## config.mk

```make
export PLATFORM = sky130hd
export DESIGN_NAME = ma3_cofactor
export DESIGN_NICKNAME = d
export VERILOG_FILES = /design/src/rtl/core/ma3_pkg.sv /design/src/rtl/core/ma3_cofactor.sv
export SDC_FILE = /design/constraint.sdc
export NUM_CORES = 2
export LEC_CHECK = 0
export ABC_AREA = 0
export ABC_CLOCK_PERIOD_IN_PS = 6700
export BUFFER_PORTS_ARGS = -buffer_cell sky130_fd_sc_hd__buf_2
export CAP_MARGIN = 15
export CORE_ASPECT_RATIO = 1.1
export CORE_MARGIN = 1
export CORE_UTILIZATION = 59
export CTS_CLUSTER_SIZE = 12
export DETAILED_ROUTE_END_ITERATION = 8
export GPL_TIMING_DRIVEN = 0
export HOLD_SLACK_MARGIN = 0.1
export PLACE_DENSITY = 0.84
export SYNTH_ARGS = -nofsm -noshare
export SYNTH_HDL_FRONTEND = slang
export SYNTH_SLANG_ARGS = --single-unit
```

## constraint.sdc

```tcl
create_clock -name clock -period 6.7 [get_ports clock]
set_input_delay 1.34 -clock clock [delete_from_list [all_inputs] [get_ports clock]]
set_output_delay 1.34 -clock clock [all_outputs]
set_load 0.02 [all_outputs]
```

## src/rtl/core/ma3_pkg.sv

```systemverilog
// ----------------------------------------------------------------------------
// ma3_pkg: shared widths for the 3x3 matrix inverse
// Element, product, cofactor, determinant and quotient widths; all but the
// 48-bit output width derive from the element width and the fraction bits.
// ----------------------------------------------------------------------------
package ma3_pkg;

   localparam int ELEM_W    = 16;                  // matrix element
   localparam int FRAC_W    = 16;                  // fraction bits of the inverse
   localparam int PROD_W    = 2 * ELEM_W;          // element x element
   localparam int COF_W     = PROD_W + 1;          // difference of two products
   localparam int DPROD_W   = ELEM_W + COF_W;      // element x cofactor
   localparam int DET_W     = 3 * ELEM_W + 1;      // determinant, signed
   localparam int DMAG_W    = DET_W;               // determinant magnitude
   localparam int NUM_W     = COF_W + FRAC_W;      // scaled cofactor magnitude
   localparam int REM_W     = DMAG_W + 1;          // partial remainder
   localparam int OUT_W     = 48;                  // inverse element
   localparam int DIV_STEPS = NUM_W;               // one quotient bit per stage
   localparam int PRE_STAGES = 6;                  // input, product, cofactor,
                                                   // det product, det sum, magnitude

endpackage

```

## src/rtl/core/ma3_cofactor.sv

```systemverilog
// ----------------------------------------------------------------------------
// ma3_cofactor: one adjugate lane
// Forms x0*x1 - x2*x3 over two register stages.
// ----------------------------------------------------------------------------
module ma3_cofactor (
   input  logic                              clock,
   input  logic                              adv,
   input  logic signed [ma3_pkg::ELEM_W-1:0] x0,
   input  logic signed [ma3_pkg::ELEM_W-1:0] x1,
   input  logic signed [ma3_pkg::ELEM_W-1:0] x2,
   input  logic signed [ma3_pkg::ELEM_W-1:0] x3,
   output logic signed [ma3_pkg::COF_W-1:0]  cof
);

   logic signed [ma3_pkg::PROD_W-1:0] p0_ff, p1_ff;
   logic signed [ma3_pkg::COF_W-1:0]  cof_ff, cof_in;

   assign cof_in = ma3_pkg::COF_W'(p0_ff) - ma3_pkg::COF_W'(p1_ff);

   always_ff @(posedge clock) begin
      if (adv) begin
         p0_ff  <= x0 * x1;
         p1_ff  <= x2 * x3;
         cof_ff <= cof_in;
      end
   end

   assign cof = cof_ff;

endmodule

```

== Yosys cells after proc, flatten, opt, wreduce, memory -nomap -nowiden ==
Index checks and enable logic that the tools add are counted.
Storage, ports and cells
  register bits: 97
  word-level logic and storage cells: 6
  output and inout bits: 33
Cells by class
  add/subtract/negate cells: 1
  multipliers: 2
Operators by type and width (count)
  16-bit by 16-bit multiplier with 32-bit output: 2
  32-bit by 32-bit subtractor with 33-bit output: 1

== Logic depth before layout (Yosys ltp) ==
  depth after elaboration: 1
  depth in mapped cells: 25

== Worst setup path after synthesis ==
Ideal clock, no wire load.
  kind: input -> register
  from: in x1[1] (netlist name)
  to: reg p0_ff[28] (netlist name), data pin
  library setup time: 0.135 ns
  buffers on the path: 2
  data arrival time: 7.025 ns
  stages on the path: 22
  setup slack: -0.460 ns
  cells stage by stage: clkbuf_1 -> nand2_1 -> fa_1 -> fa_1 -> fa_1 -> inv_1 -> fa_1 -> fa_1 -> inv_1 -> fa_1 -> inv_1 -> ha_1 -> buf_6 -> a2111oi_4 -> o21ai_2 -> a31oi_2 -> o21ai_1 -> a41o_1 -> a2111oi_4 -> o21bai_2 -> or4_1 -> nand3_1
On the way
  cells in the longest elaborated chain, start to end: 1
Ends and longest elaborated chain
  from (decl): RTL line ma3_cofactor.sv:9  | input logic signed [ma3_pkg::ELEM_W-1:0] x1,
  16-bit by 16-bit multiplier with 32-bit output: RTL line ma3_cofactor.sv:22  | p0_ff <= x0 * x1;
  to (signal assigned): RTL line ma3_cofactor.sv:22
  to (decl): RTL line ma3_cofactor.sv:15  | logic signed [ma3_pkg::PROD_W-1:0] p0_ff, p1_ff;
Every way passes these cells.
A chain may end at the register's enable or synchronous reset.

== Final worst setup path ==
  from: in x3[3] (netlist name)
  to: reg p1_ff[31] (netlist name), data pin
On the way
  cells in the longest elaborated chain, start to end: 1
Ends and longest elaborated chain
  from (decl): RTL line ma3_cofactor.sv:11  | input logic signed [ma3_pkg::ELEM_W-1:0] x3,
  16-bit by 16-bit multiplier with 32-bit output: RTL line ma3_cofactor.sv:23  | p1_ff <= x2 * x3;
  to (signal assigned): RTL line ma3_cofactor.sv:23
  to (decl): RTL line ma3_cofactor.sv:15
Every way passes these cells.

==> results.ini <==
[outcome]
status=finished with violations
violations=setup timing

[yosys]
syn_area_per_cell_um2=9.59
synthTopCellsByArea=fa_1, edfxtp_1, ha_1
async_flop_share_pct=0
ys_seq_area_share_pct=12.0
synth_top_area_share_pct=43.3
ys_warn_count=0
synth_flop_cell=edfxtp_1
synth_fp_nets=3317
netlist_area_um2=24300
synth-edff-count=97
ys_ff_latch=97
synth.distinct_cells=58
synth_top_cell_by_area=fa_1
postSynthCellCount=2530

[timing]
fin_skew_ns=0.00546
setup_viol=13
final_hold_viol_count=0
period_share_pct=105
worst_pin_slew_ns=0.559
rsz0062_at_grt=yes
drv_slew=0
final.setup.worst_slack_ns=-0.313
relSlewSlack_pct=61.8
fmax_mhz=143
fin_crit_ns=7.01

[cts]
hold_buffers=0
path_clk_slew_ns=0.07
insertion_delay_ns=0.36
cts-buffers-inserted=9
clock-sinks=97
cts.htree.levels=3
cts_root_buf=clkbuf_16
cts_tree=done
clock_path_buffers=2

[worst_setup_path]
worstPathArrival_ns=7.12
start_kind=input pin
path_class=in2reg
startpoint=x3[3]
rr_startpoint=p0_ff[0]
critPathCaptureType=flop
critPathRequiredTime_ns=6.80
critPathMaxFanout=7

[floorplan]
die_area_um2=42000
initial_core_util_pct=60.1
die_h_um=215
die_x_um=195
core_um2=40400
pin_count=99
rows=77

[cells_and_area]
area_growth_syn_to_layout_pct=17.5
final_cell_mix=inv_1, fa_1, nand2_1
drive_gt1_share_pct=17.4
finalCoreUtilization_pct=70.6
final_area_um2=28500
fillers=2699
antennaDiodeCount=0
final_common_cell=inv_1
fin_nets=3549

[grt]
grt_max_degree=64
grt_pass1_vias=19900
grt_pass1_wl_um=99600
antenna_found_initial=1
grt_overflow=0
track_usage_pct=30.4

[min_path]
hold_start=p1_ff[0]
hold_path_class=reg2reg

[route]
drc=0
viasPerCell=5.66
first_iter_violations=1291
num_vias=18600
wl_per_cell_um=19.1
antenna_left=0
drt-pass1-iter-count=6
wl_um=62600

[placement]
portBuffers=98
postPlaceCellArea_um2=25700
gp_congestion=0.937
dp_hpwl_um=47100
pre_cts_ws_ns=-1.22

[job]
maxCapViolations=0

==> path summary, 6_finish.rpt <==
| path | cells after the start | slack (ns) | end |
|---|---|---|---|
| setup / recovery | 22 | -0.31 | p1_ff[31] |
| hold / removal | 2 | 0.64 | cof[0] |
| setup reg to reg | 12 | 3.18 | cof[32] |
| hold reg to reg | 2 | 0.64 | cof[0] |
==> cell families (layout without fill, tap and decap cells) <==
kind of cell,Yosys count,after routing,synth area share [%]
adder cells (fa/ha/maj),721,721,53.4
buffers and inverters,716,953,11.1
AND/OR/NAND/NOR,670,670,13.8
AO/OA/AOI/OAI,236,236,6.47
flip-flops,97,97,12.0
XOR/XNOR,89,89,3.21
multiplexers,1,1,0.0412
==> timing repair <==
item | CTS | global route
resized for setup | 232 | 224
buffers inserted | 74 | 52
cloned | 1 | 2
setup endpoints to repair | 27 | 28
pin swaps | 85 | 77
==> critical path, cell delays in order <==
cell and delay (ns):
buf_6 0.13, buf_8 0.13, buf_4 0.11, nand2_1 0.06, fa_1 0.51, fa_2 0.49
fa_2 0.58, inv_2 0.04, fa_1 0.47, fa_1 0.51, inv_2 0.04, fa_1 0.50
inv_2 0.05, ha_4 0.30, nand3_4 0.08, or3b_4 0.40, a2111o_1 0.48, a311oi_4 0.36
a21oi_2 0.11, o21ai_1 0.18, a21oi_1 0.10, xnor2_1 0.13
==> routing by layer <==
metal / vias up / track usage (%) / part of all wire [%]
li1: 8079 / - / -
met1: 9507 / 38.3 / 37
met2: 755 / 53.6 / 52
met3: 210 / 3.61 / 6.4
met4: 0 / 11.6 / 4.6
met5: - / 0 / 0
==> registers in the layout, summed over array words and instances, names as in the netlist <==
register and count:
cof 33, p0_ff 32, p1_ff 32
==> stage by stage <==
stage          std cells  setup TNS [ns]  hold WS [ns]
6_report            3280           -1.78         0.644
5_1_grt             3280           -4.09         0.674
4_1_cts             3229           -1.13         0.655
3_5_place_dp        3142          -22.81         0.644
3_3_place_gp        3141          -19.73         0.624
2_1_floorplan       2530          -0.882         0.607
==> synthesized netlist by cell type (all sizes together), types with 2 or more instances <==
library cell and instances:
inv 647, fa 525, nand2 266, and2 242, ha 196, edfxtp 97, a21oi 74, nor2 69
clkbuf 68, xnor2 68, o21ai 46, a21o 35, nand2b 22, xor2 21, nand3 15, a211oi 12
nor3 12, o21a 12, o21bai 11, and3 10, a31oi 9, nand4 9, nor2b 8, a2111oi 6
o211ai 5, a21boi 4, nand3b 4, a2111o 3, nor4 3, o2111ai 3, o31ai 3, or2 3
a211o 2, a311oi 2, or4 2, or4b 2
==> final cells by class <==
| cell class | instances | area (µm²) | share of cell area, % |
|---|---|---|---|
| multi-input combinational | 1717 | 19500 | 68.3 |
| inverter | 647 | 2430 | 8.54 |
| buffer | 64 | 898 | 3.15 |
| clock inverter | 7 | 60.1 | 0.211 |
| clock buffer | 9 | 225 | 0.790 |
| tap | 513 | 642 | 2.25 |
| sequential | 97 | 2910 | 10.2 |
| timing repair buffer | 226 | 1870 | 6.54 |
Power is not shown: default switching activity piles up to over one toggle a cycle in this logic, so the estimate is an artifact.
