**src/rtl/core/ma3_pkg.sv**
```systemverilog
// ----------------------------------------------------------------------------
// ma3_pkg: shared widths for the 3x3 matrix inverse
// Element, product, cofactor, determinant and quotient widths; all but the
// 48-bit output width derive from the element width and the fraction bits.
// ----------------------------------------------------------------------------
package ma3_pkg;

   localparam int ELEM_W    = 16;                  // matrix element
   localparam int FRAC_W    = 16;                  // fraction bits of the inverse
   localparam int PROD_W    = 2 * ELEM_W;          // element x element
   localparam int COF_W     = PROD_W + 1;          // difference of two products
   localparam int DPROD_W   = ELEM_W + COF_W;      // element x cofactor
   localparam int DET_W     = 3 * ELEM_W + 1;      // determinant, signed
   localparam int DMAG_W    = DET_W;               // determinant magnitude
   localparam int NUM_W     = COF_W + FRAC_W;      // scaled cofactor magnitude
   localparam int REM_W     = DMAG_W + 1;          // partial remainder
   localparam int OUT_W     = 48;                  // inverse element
   localparam int DIV_STEPS = NUM_W;               // one quotient bit per stage
   localparam int PRE_STAGES = 6;                  // input, product, cofactor,
                                                   // det product, det sum, magnitude

endpackage

```
**src/rtl/core/ma3_det.sv**
```systemverilog
// ----------------------------------------------------------------------------
// ma3_det: determinant merge
// Combines first-row elements with the lane cofactors, then splits the
// determinant into magnitude, sign and zero flag.
// ----------------------------------------------------------------------------
module ma3_det (
   input  logic                              clock,
   input  logic                              adv,
   input  logic signed [ma3_pkg::ELEM_W-1:0] m00,
   input  logic signed [ma3_pkg::ELEM_W-1:0] m01,
   input  logic signed [ma3_pkg::ELEM_W-1:0] m02,
   input  logic signed [ma3_pkg::COF_W-1:0]  a00,
   input  logic signed [ma3_pkg::COF_W-1:0]  a10,
   input  logic signed [ma3_pkg::COF_W-1:0]  a20,
   output logic signed [ma3_pkg::DET_W-1:0]  det,
   output logic        [ma3_pkg::DMAG_W-1:0] dmag,
   output logic                              dneg,
   output logic                              dzero
);

   logic signed [ma3_pkg::DPROD_W-1:0] t0_ff, t1_ff, t2_ff;
   logic signed [ma3_pkg::DET_W-1:0]   sum_ff, sum_in;
   logic signed [ma3_pkg::DET_W-1:0]   det_ff;
   logic        [ma3_pkg::DMAG_W-1:0]  dmag_ff, dmag_in;
   logic                               dneg_ff, dzero_ff;

   assign sum_in  = ma3_pkg::DET_W'(t0_ff) + ma3_pkg::DET_W'(t1_ff)
                  + ma3_pkg::DET_W'(t2_ff);
   assign dmag_in = sum_ff[ma3_pkg::DET_W-1] ? ma3_pkg::DMAG_W'(-sum_ff)
                                             : ma3_pkg::DMAG_W'(sum_ff);

   always_ff @(posedge clock) begin
      if (adv) begin
         t0_ff    <= m00 * a00;
         t1_ff    <= m01 * a10;
         t2_ff    <= m02 * a20;
         sum_ff   <= sum_in;
         det_ff   <= sum_ff;
         dmag_ff  <= dmag_in;
         dneg_ff  <= sum_ff[ma3_pkg::DET_W-1];
         dzero_ff <= (sum_ff == '0);
      end
   end

   assign det   = det_ff;
   assign dmag  = dmag_ff;
   assign dneg  = dneg_ff;
   assign dzero = dzero_ff;

endmodule

```
**config.mk**
```make
export PLATFORM = sky130hd
export DESIGN_NAME = ma3_det
export DESIGN_NICKNAME = d
export VERILOG_FILES = /design/src/rtl/core/ma3_pkg.sv /design/src/rtl/core/ma3_det.sv
export SDC_FILE = /design/constraint.sdc
export NUM_CORES = 2
export LEC_CHECK = 0
export BUFFER_PORTS_ARGS = -buffer_cell sky130_fd_sc_hd__clkbuf_2
export CAP_MARGIN = 20
export CELL_PAD_IN_SITES_DETAIL_PLACEMENT = 0
export CELL_PAD_IN_SITES_GLOBAL_PLACEMENT = 1
export CORE_MARGIN = 1
export CORE_UTILIZATION = 40
export CTS_BUF_LIST = sky130_fd_sc_hd__clkbuf_4 sky130_fd_sc_hd__clkbuf_8
export DETAILED_ROUTE_END_ITERATION = 10
export HOLD_SLACK_MARGIN = 0.1
export MAX_ROUTING_LAYER = met4
export PLACE_DENSITY = 0.76
export SETUP_SLACK_MARGIN = 0.4
export SLEW_MARGIN = 15
export SYNTH_ARGS = -nofsm -noshare
export SYNTH_HDL_FRONTEND = slang
export SYNTH_SLANG_ARGS = --single-unit
```
**constraint.sdc**
```tcl
create_clock -name clock -period 8.2 [get_ports clock]
set_input_delay 1.23 -clock clock [delete_from_list [all_inputs] [get_ports clock]]
set_output_delay 1.23 -clock clock [all_outputs]
set_load 0.005 [all_outputs]
```
Word level (Yosys, flattened, before mapping)
Index checks and enable logic that the tools add are counted.

storage, ports and cells
  memories = 0
  word-level logic and storage cells = 17
  bits in read-only memories = 0
  output and inout port bits = 100
  input port bits = 149
  bits in registers = 296
  latch bits = 0
  bits in writable memories = 0

operators by class
  reduce and logical (&&, ||, !) cells = 1
  div/mod/pow operators = 0
  magnitude comparators = 0
  $mul = 3
  bitwise logic cells = 0
  shift-type cells = 0
  equality and inequality tests = 0
  multiplexer cells = 1
  add/subtract/negate cells = 3

operator list
  kind                                            number
  16-bit by 33-bit multiplier with 49-bit output  3
  49-bit adder                                    2
  49-bit zero test                                1
  49-bit negation                                 1
  48-bit 2-to-1 mux                               1

Longest topological paths before layout
  depth after elaboration = 2
  depth in mapped cells = 25
  gate-level depth less buffers = 24

Least setup slack after synthesis
OpenSTA, ideal clock, no wires.

  path type = input to register
  start point = input port m00[15] in the netlist's numbering
  end point = register t0_ff[45] in the netlist's numbering (data pin)
  stages on the path = 22
  arrival time = 7.151 ns
  required time = 8.065 ns
  setup slack = 0.914 ns
  buffers on the path = 2
  setup time = 0.135 ns
  path through = inv_1 clkbuf_1 buf_1 nor2_1 fa_1 fa_1 fa_1 fa_1 fa_1 inv_1 fa_1 inv_1 ha_1 a21o_1 a21o_1 a211o_1 a221o_1 a211oi_1 nand3b_1 a21oi_1 or4_1 nand3_1

on the way
  longest elaborated chain between the ends = 1

RTL lines
  item                                            RTL line       text
  start: declaration                              ma3_det.sv:9   input logic signed [ma3_pkg::ELEM_W-1:0] m00,
  16-bit by 33-bit multiplier with 49-bit output  ma3_det.sv:34  t0_ff <= m00 * a00;
  end signal: assignment                          ma3_det.sv:34
  end: declaration                                ma3_det.sv:21  logic signed [ma3_pkg::DPROD_W-1:0] t0_ff, t1_ff, t2_ff;

Every way passes these cells.
A chain may end at the register's enable or synchronous reset.

Final worst setup path
  start point = input port m00[2] in the netlist's numbering
  end point = register t0_ff[46] in the netlist's numbering (data pin)

The elaborated chain is that of the path after synthesis.

==> results by stage <==
Floorplan:
- The number of I/O pins is 249.
- The core region is between 150000 and 200000 um^2.
- For this configuration, the core starts out at a cell density of 0.405.
- After floorplanning, the core was divided into 150 placement rows.
- The die outline height is approximately 410 um.
- The die covers 172000 um^2.
- The floorplan step set the die width to a little over 400 um.

Setup path:
- The largest single stage delay on the critical path is a little under 0.6 ns.
- The worst register-to-register path ends at sum_ff[46].
- For the worst setup path, the data arrival time is 7.90 ns.
- The sort of element at the end of the critical path is a register.
- The register-to-register path setup slack is 3.70 ns.
- STA puts the critical path data required time at 8.58 ns.
- The largest delay contributor family on the critical path is adder cells.
- Together, buffers and inverters on the worst path number 5.
- Traced cell by cell, the critical path runs through clkbuf_2 > nand2_1 > fa_1 > fa_1 > fa_1 > inv_1 > fa_1 > fa_1 > inv_1 > fa_1 > inv_1 > ha_1 > o21a_1 > o21ai_0 > a21oi_1 > nor3b_1 > a211oi_1 > buf_4 > o21ai_0 > nand3_1 > a211oi_1 > xor2_1.
- Among all stages on the critical path, the largest delay is contributed by sky130_fd_sc_hd__fa_1.
- The type of element launching the critical path is an input pin.
- The number of cells on the worst reg-to-reg path is 12.
- The path type of the worst setup path is in2reg.
- The largest fanout on the critical path is 15.
- The cell that appears most often on the critical path is sky130_fd_sc_hd__fa_1.
- The worst register-to-register path begins at t2_ff[10].

Clock tree:
- The number of CTS-inserted buffers is 50.
- The number of levels the H-tree was split into is 2.
- The buffer depth of the longest clock path is 3.
- The TritonCTS clock tree is yes.
- CTS saw 294 sinks.
- After clock tree synthesis, the clock-pin slew on the worst setup and hold paths is 0.06 ns.
- The hold buffer count at cts is 0.
- The tree is rooted in a sky130_fd_sc_hd__clkbuf_8.
- The clock insertion delay at the later pin of the skew report is 0.66 ns.

STA:
- Setup violations remaining at the end of the flow were counted as 0.
- The hold violation total from the final report is 0.
- Setup repair after global routing left no endpoint under its margin.
- The smallest clock period supported by the final layout is computed as 7.52 ns.
- The accumulated negative setup slack is 0 ns.
- The measured slew at the worst slew-check pin is 0.943 ns.
- The final-report max-slew violation count was 0.
- The largest clock skew in the final design is 0.0625 ns.
- The remaining max-slew budget at the tightest pin is 0.367.
- Dividing the final minimum period by the clock period gives 0.917.
- The upper clock frequency limit is 133 MHz.

Global routing:
- Global routing finished with a remaining overflow of 0.
- For this run, the total global-route usage over all layers was measured as 0.216.
- Entering global routing, the biggest net connects 121 pins.
- The number of global-route vias before repair is 52000.
- The number of antenna violations at the first check in global routing is 4.
- The first-pass GRT wire length is about 280000 um.

Cells and area:
- The area of all placed cells without fillers is 72800 um^2.
- From synthesis to final layout, the design area changed by 7.08%.
- Fill cells in the final layout number 16300.
- The share of final-layout standard cells stronger than drive strength 1 is 0.0628.
- The most common library cell in the layout ignoring fill and taps is sky130_fd_sc_hd__inv_1.
- After the last flow step, the layout net total stands at 9324.
- The top cell types in the final layout, fill and taps aside, are sky130_fd_sc_hd__inv_1, sky130_fd_sc_hd__fa_1, sky130_fd_sc_hd__nand2_1, sky130_fd_sc_hd__and2_1, sky130_fd_sc_hd__ha_1.

Synthesis:
- The total nets after synthesis is 9186.
- The part of the Yosys area used for sequential elements is 0.130.
- The most instantiated flip-flop cell in the synthesis netlist is sky130_fd_sc_hd__edfxtp_1.
- The post-synthesis register bit count is 294.
- The average size of a mapped cell is 9.59 um^2.
- During synthesis, Yosys emitted a total of 0 warnings.
- The async set-or-reset flop fraction in the synthesized netlist is 0.
- The cell count after synthesis is 7092.
- The synthesized area is approximately 70000 um^2.
- The count of distinct cell types in the synthesized netlist is 70.
- The number of synthesized flops with an enable pin is 294.

Worst hold path:
- The worst hold path begins at sum_ff[10].
- The class of the tightest hold or removal check is reg2reg.
- The end point of the worst hold path is det[10].
- Counting instances, the worst hold path has a depth of 0.

Detailed routing:
- The iteration-0 DRC count of the detailed router is 2763.
- The final routed wire length divided by cell count is 18.5 um.
- The remaining design rule violation count is 0.
- The routed layout has 47700 vias.
- The count of nets left with antenna violations after detail routing is 0.
- After detailed routing, the number of vias per cell comes to between 5 and 6.
- The first detailed-routing pass ran for 6 iterations.
- The total wirelength of the detailed-routed design is 176000 um.

Place:
- The instance area at placement is 71800 um^2.
- The congestion estimate from routability-driven global placement came to 0.908.
- The total half-perimeter wirelength after legalization and detailed placement is roughly 150000 um.
- The number of buffer cells added on primary ports is 248.

Run status:
- The run finished with clean final reports.

Job:
- Max-cap violations in this run came to 0.
-- layer usage --
layer,GRT usage,up-vias,share of wire
met3,0.0210,274,0.044
met1,0.270,24800,0.41
met5,-,-,0
li1,-,21400,-
met4,0.0651,0,0.034
met2,0.369,1195,0.51
-- worst register-to-register path, stage by stage, from the launching register on --
cell	delay (ns)
sky130_fd_sc_hd__edfxtp_1	0.48
sky130_fd_sc_hd__fa_1	0.48
sky130_fd_sc_hd__ha_1	0.36
sky130_fd_sc_hd__a21oi_1	0.21
sky130_fd_sc_hd__a21boi_0	0.11
sky130_fd_sc_hd__nor4_1	0.55
sky130_fd_sc_hd__and2_1	0.31
sky130_fd_sc_hd__o21ai_0	0.13
sky130_fd_sc_hd__buf_4	0.17
sky130_fd_sc_hd__o311ai_0	0.61
sky130_fd_sc_hd__a31oi_1	0.29
sky130_fd_sc_hd__o2111a_1	0.29
sky130_fd_sc_hd__a211o_1	0.23
-- area by class of cell --
| type | count | area (um^2) | share of cell area |
|---|---|---|---|
| Multi-Input combinational cell | 4806 | 51700 | 0.710 |
| Sequential cell | 294 | 8830 | 0.121 |
| Inverter | 1727 | 6480 | 0.0890 |
| Tap cell | 2204 | 2760 | 0.0379 |
| Timing Repair Buffer | 351 | 2080 | 0.0286 |
| Clock buffer | 68 | 823 | 0.0113 |
| Clock inverter | 20 | 164 | 0.00225 |
| Antenna cell | 2 | 5.00 | 0.0000687 |
-- stage by stage --
step                hold slack [ns]  utilization  worst slack [ns]  std cells
finish                        0.505        0.434             0.678       9472
floorplan                     0.467            -             0.914       7092
CTS                           0.507        0.433             0.764       9469
global placement              0.483        0.427            0.0860       9381
global route                  0.531        0.434             0.407       9471
detailed placement            0.492        0.427            0.0737       9381
-- cells by family after synthesis --
family,count (synthesis),share of synthesized area
fa+ha+maj,1945,0.529
flops,294,0.130
mux,6,0.000883
buf+inv,1992,0.110
xor+xnor,234,0.0301
compound gates,586,0.0550
simple gates,2035,0.145
-- cells in the mapped netlist (20+ instances only) --
library cell               count  area, um^2
sky130_fd_sc_hd__nand2b_1     43         269
sky130_fd_sc_hd__nor2_1      199         747
sky130_fd_sc_hd__o21bai_1     20         150
sky130_fd_sc_hd__xnor2_1     184        1610
sky130_fd_sc_hd__o31ai_1      23         173
sky130_fd_sc_hd__nand3_1      42         210
sky130_fd_sc_hd__inv_1      1726        6480
sky130_fd_sc_hd__a21o_1       92         691
sky130_fd_sc_hd__nand2_1     955        3580
sky130_fd_sc_hd__fa_1       1549       31000
sky130_fd_sc_hd__o21ai_0     131         656
sky130_fd_sc_hd__xor2_1       50         438
sky130_fd_sc_hd__a211oi_1     30         225
sky130_fd_sc_hd__and3_1       26         163
sky130_fd_sc_hd__nor3_1       38         190
sky130_fd_sc_hd__ha_1        396        4950
sky130_fd_sc_hd__edfxtp_1    294        8830
sky130_fd_sc_hd__and2_1      638        3990
sky130_fd_sc_hd__clkbuf_1    258         968
sky130_fd_sc_hd__a21oi_1     167         836
-- repair_timing --
action,in CTS,in global routing
buffers inserted,0,0
resized for setup,0,3
endpoints found under the hold margin,0,0
setup endpoints to repair,0,5
-- state kept, by name, indices dropped and copies added (netlist names) --
| name | count |
|---|---|
| sum_ff | 49 |
| det | 49 |
| t0_ff | 49 |
| t2_ff | 49 |
| dzero | 1 |
| dmag | 48 |
| t1_ff | 49 |
-- worst max path at each step --
| stage | startpoint | to | slack [ns] | cells past startpoint |
|---|---|---|---|---|
| final | m00[2] | t0_ff[46] | 0.68 | 22 |
| after floorplan | m00[15] | t0_ff[45] | 0.91 | 22 |
| after CTS | a00[10] | t0_ff[46] | 0.76 | 23 |
| after detailed placement | a00[10] | t0_ff[46] | 0.07 | 23 |
| after global routing | m02[7] | t2_ff[39] | 0.41 | 21 |
| after global placement | m02[3] | t2_ff[43] | 0.09 | 22 |
Power is not shown: default switching activity piles up to over one toggle a cycle in this logic, so the estimate is an artifact.
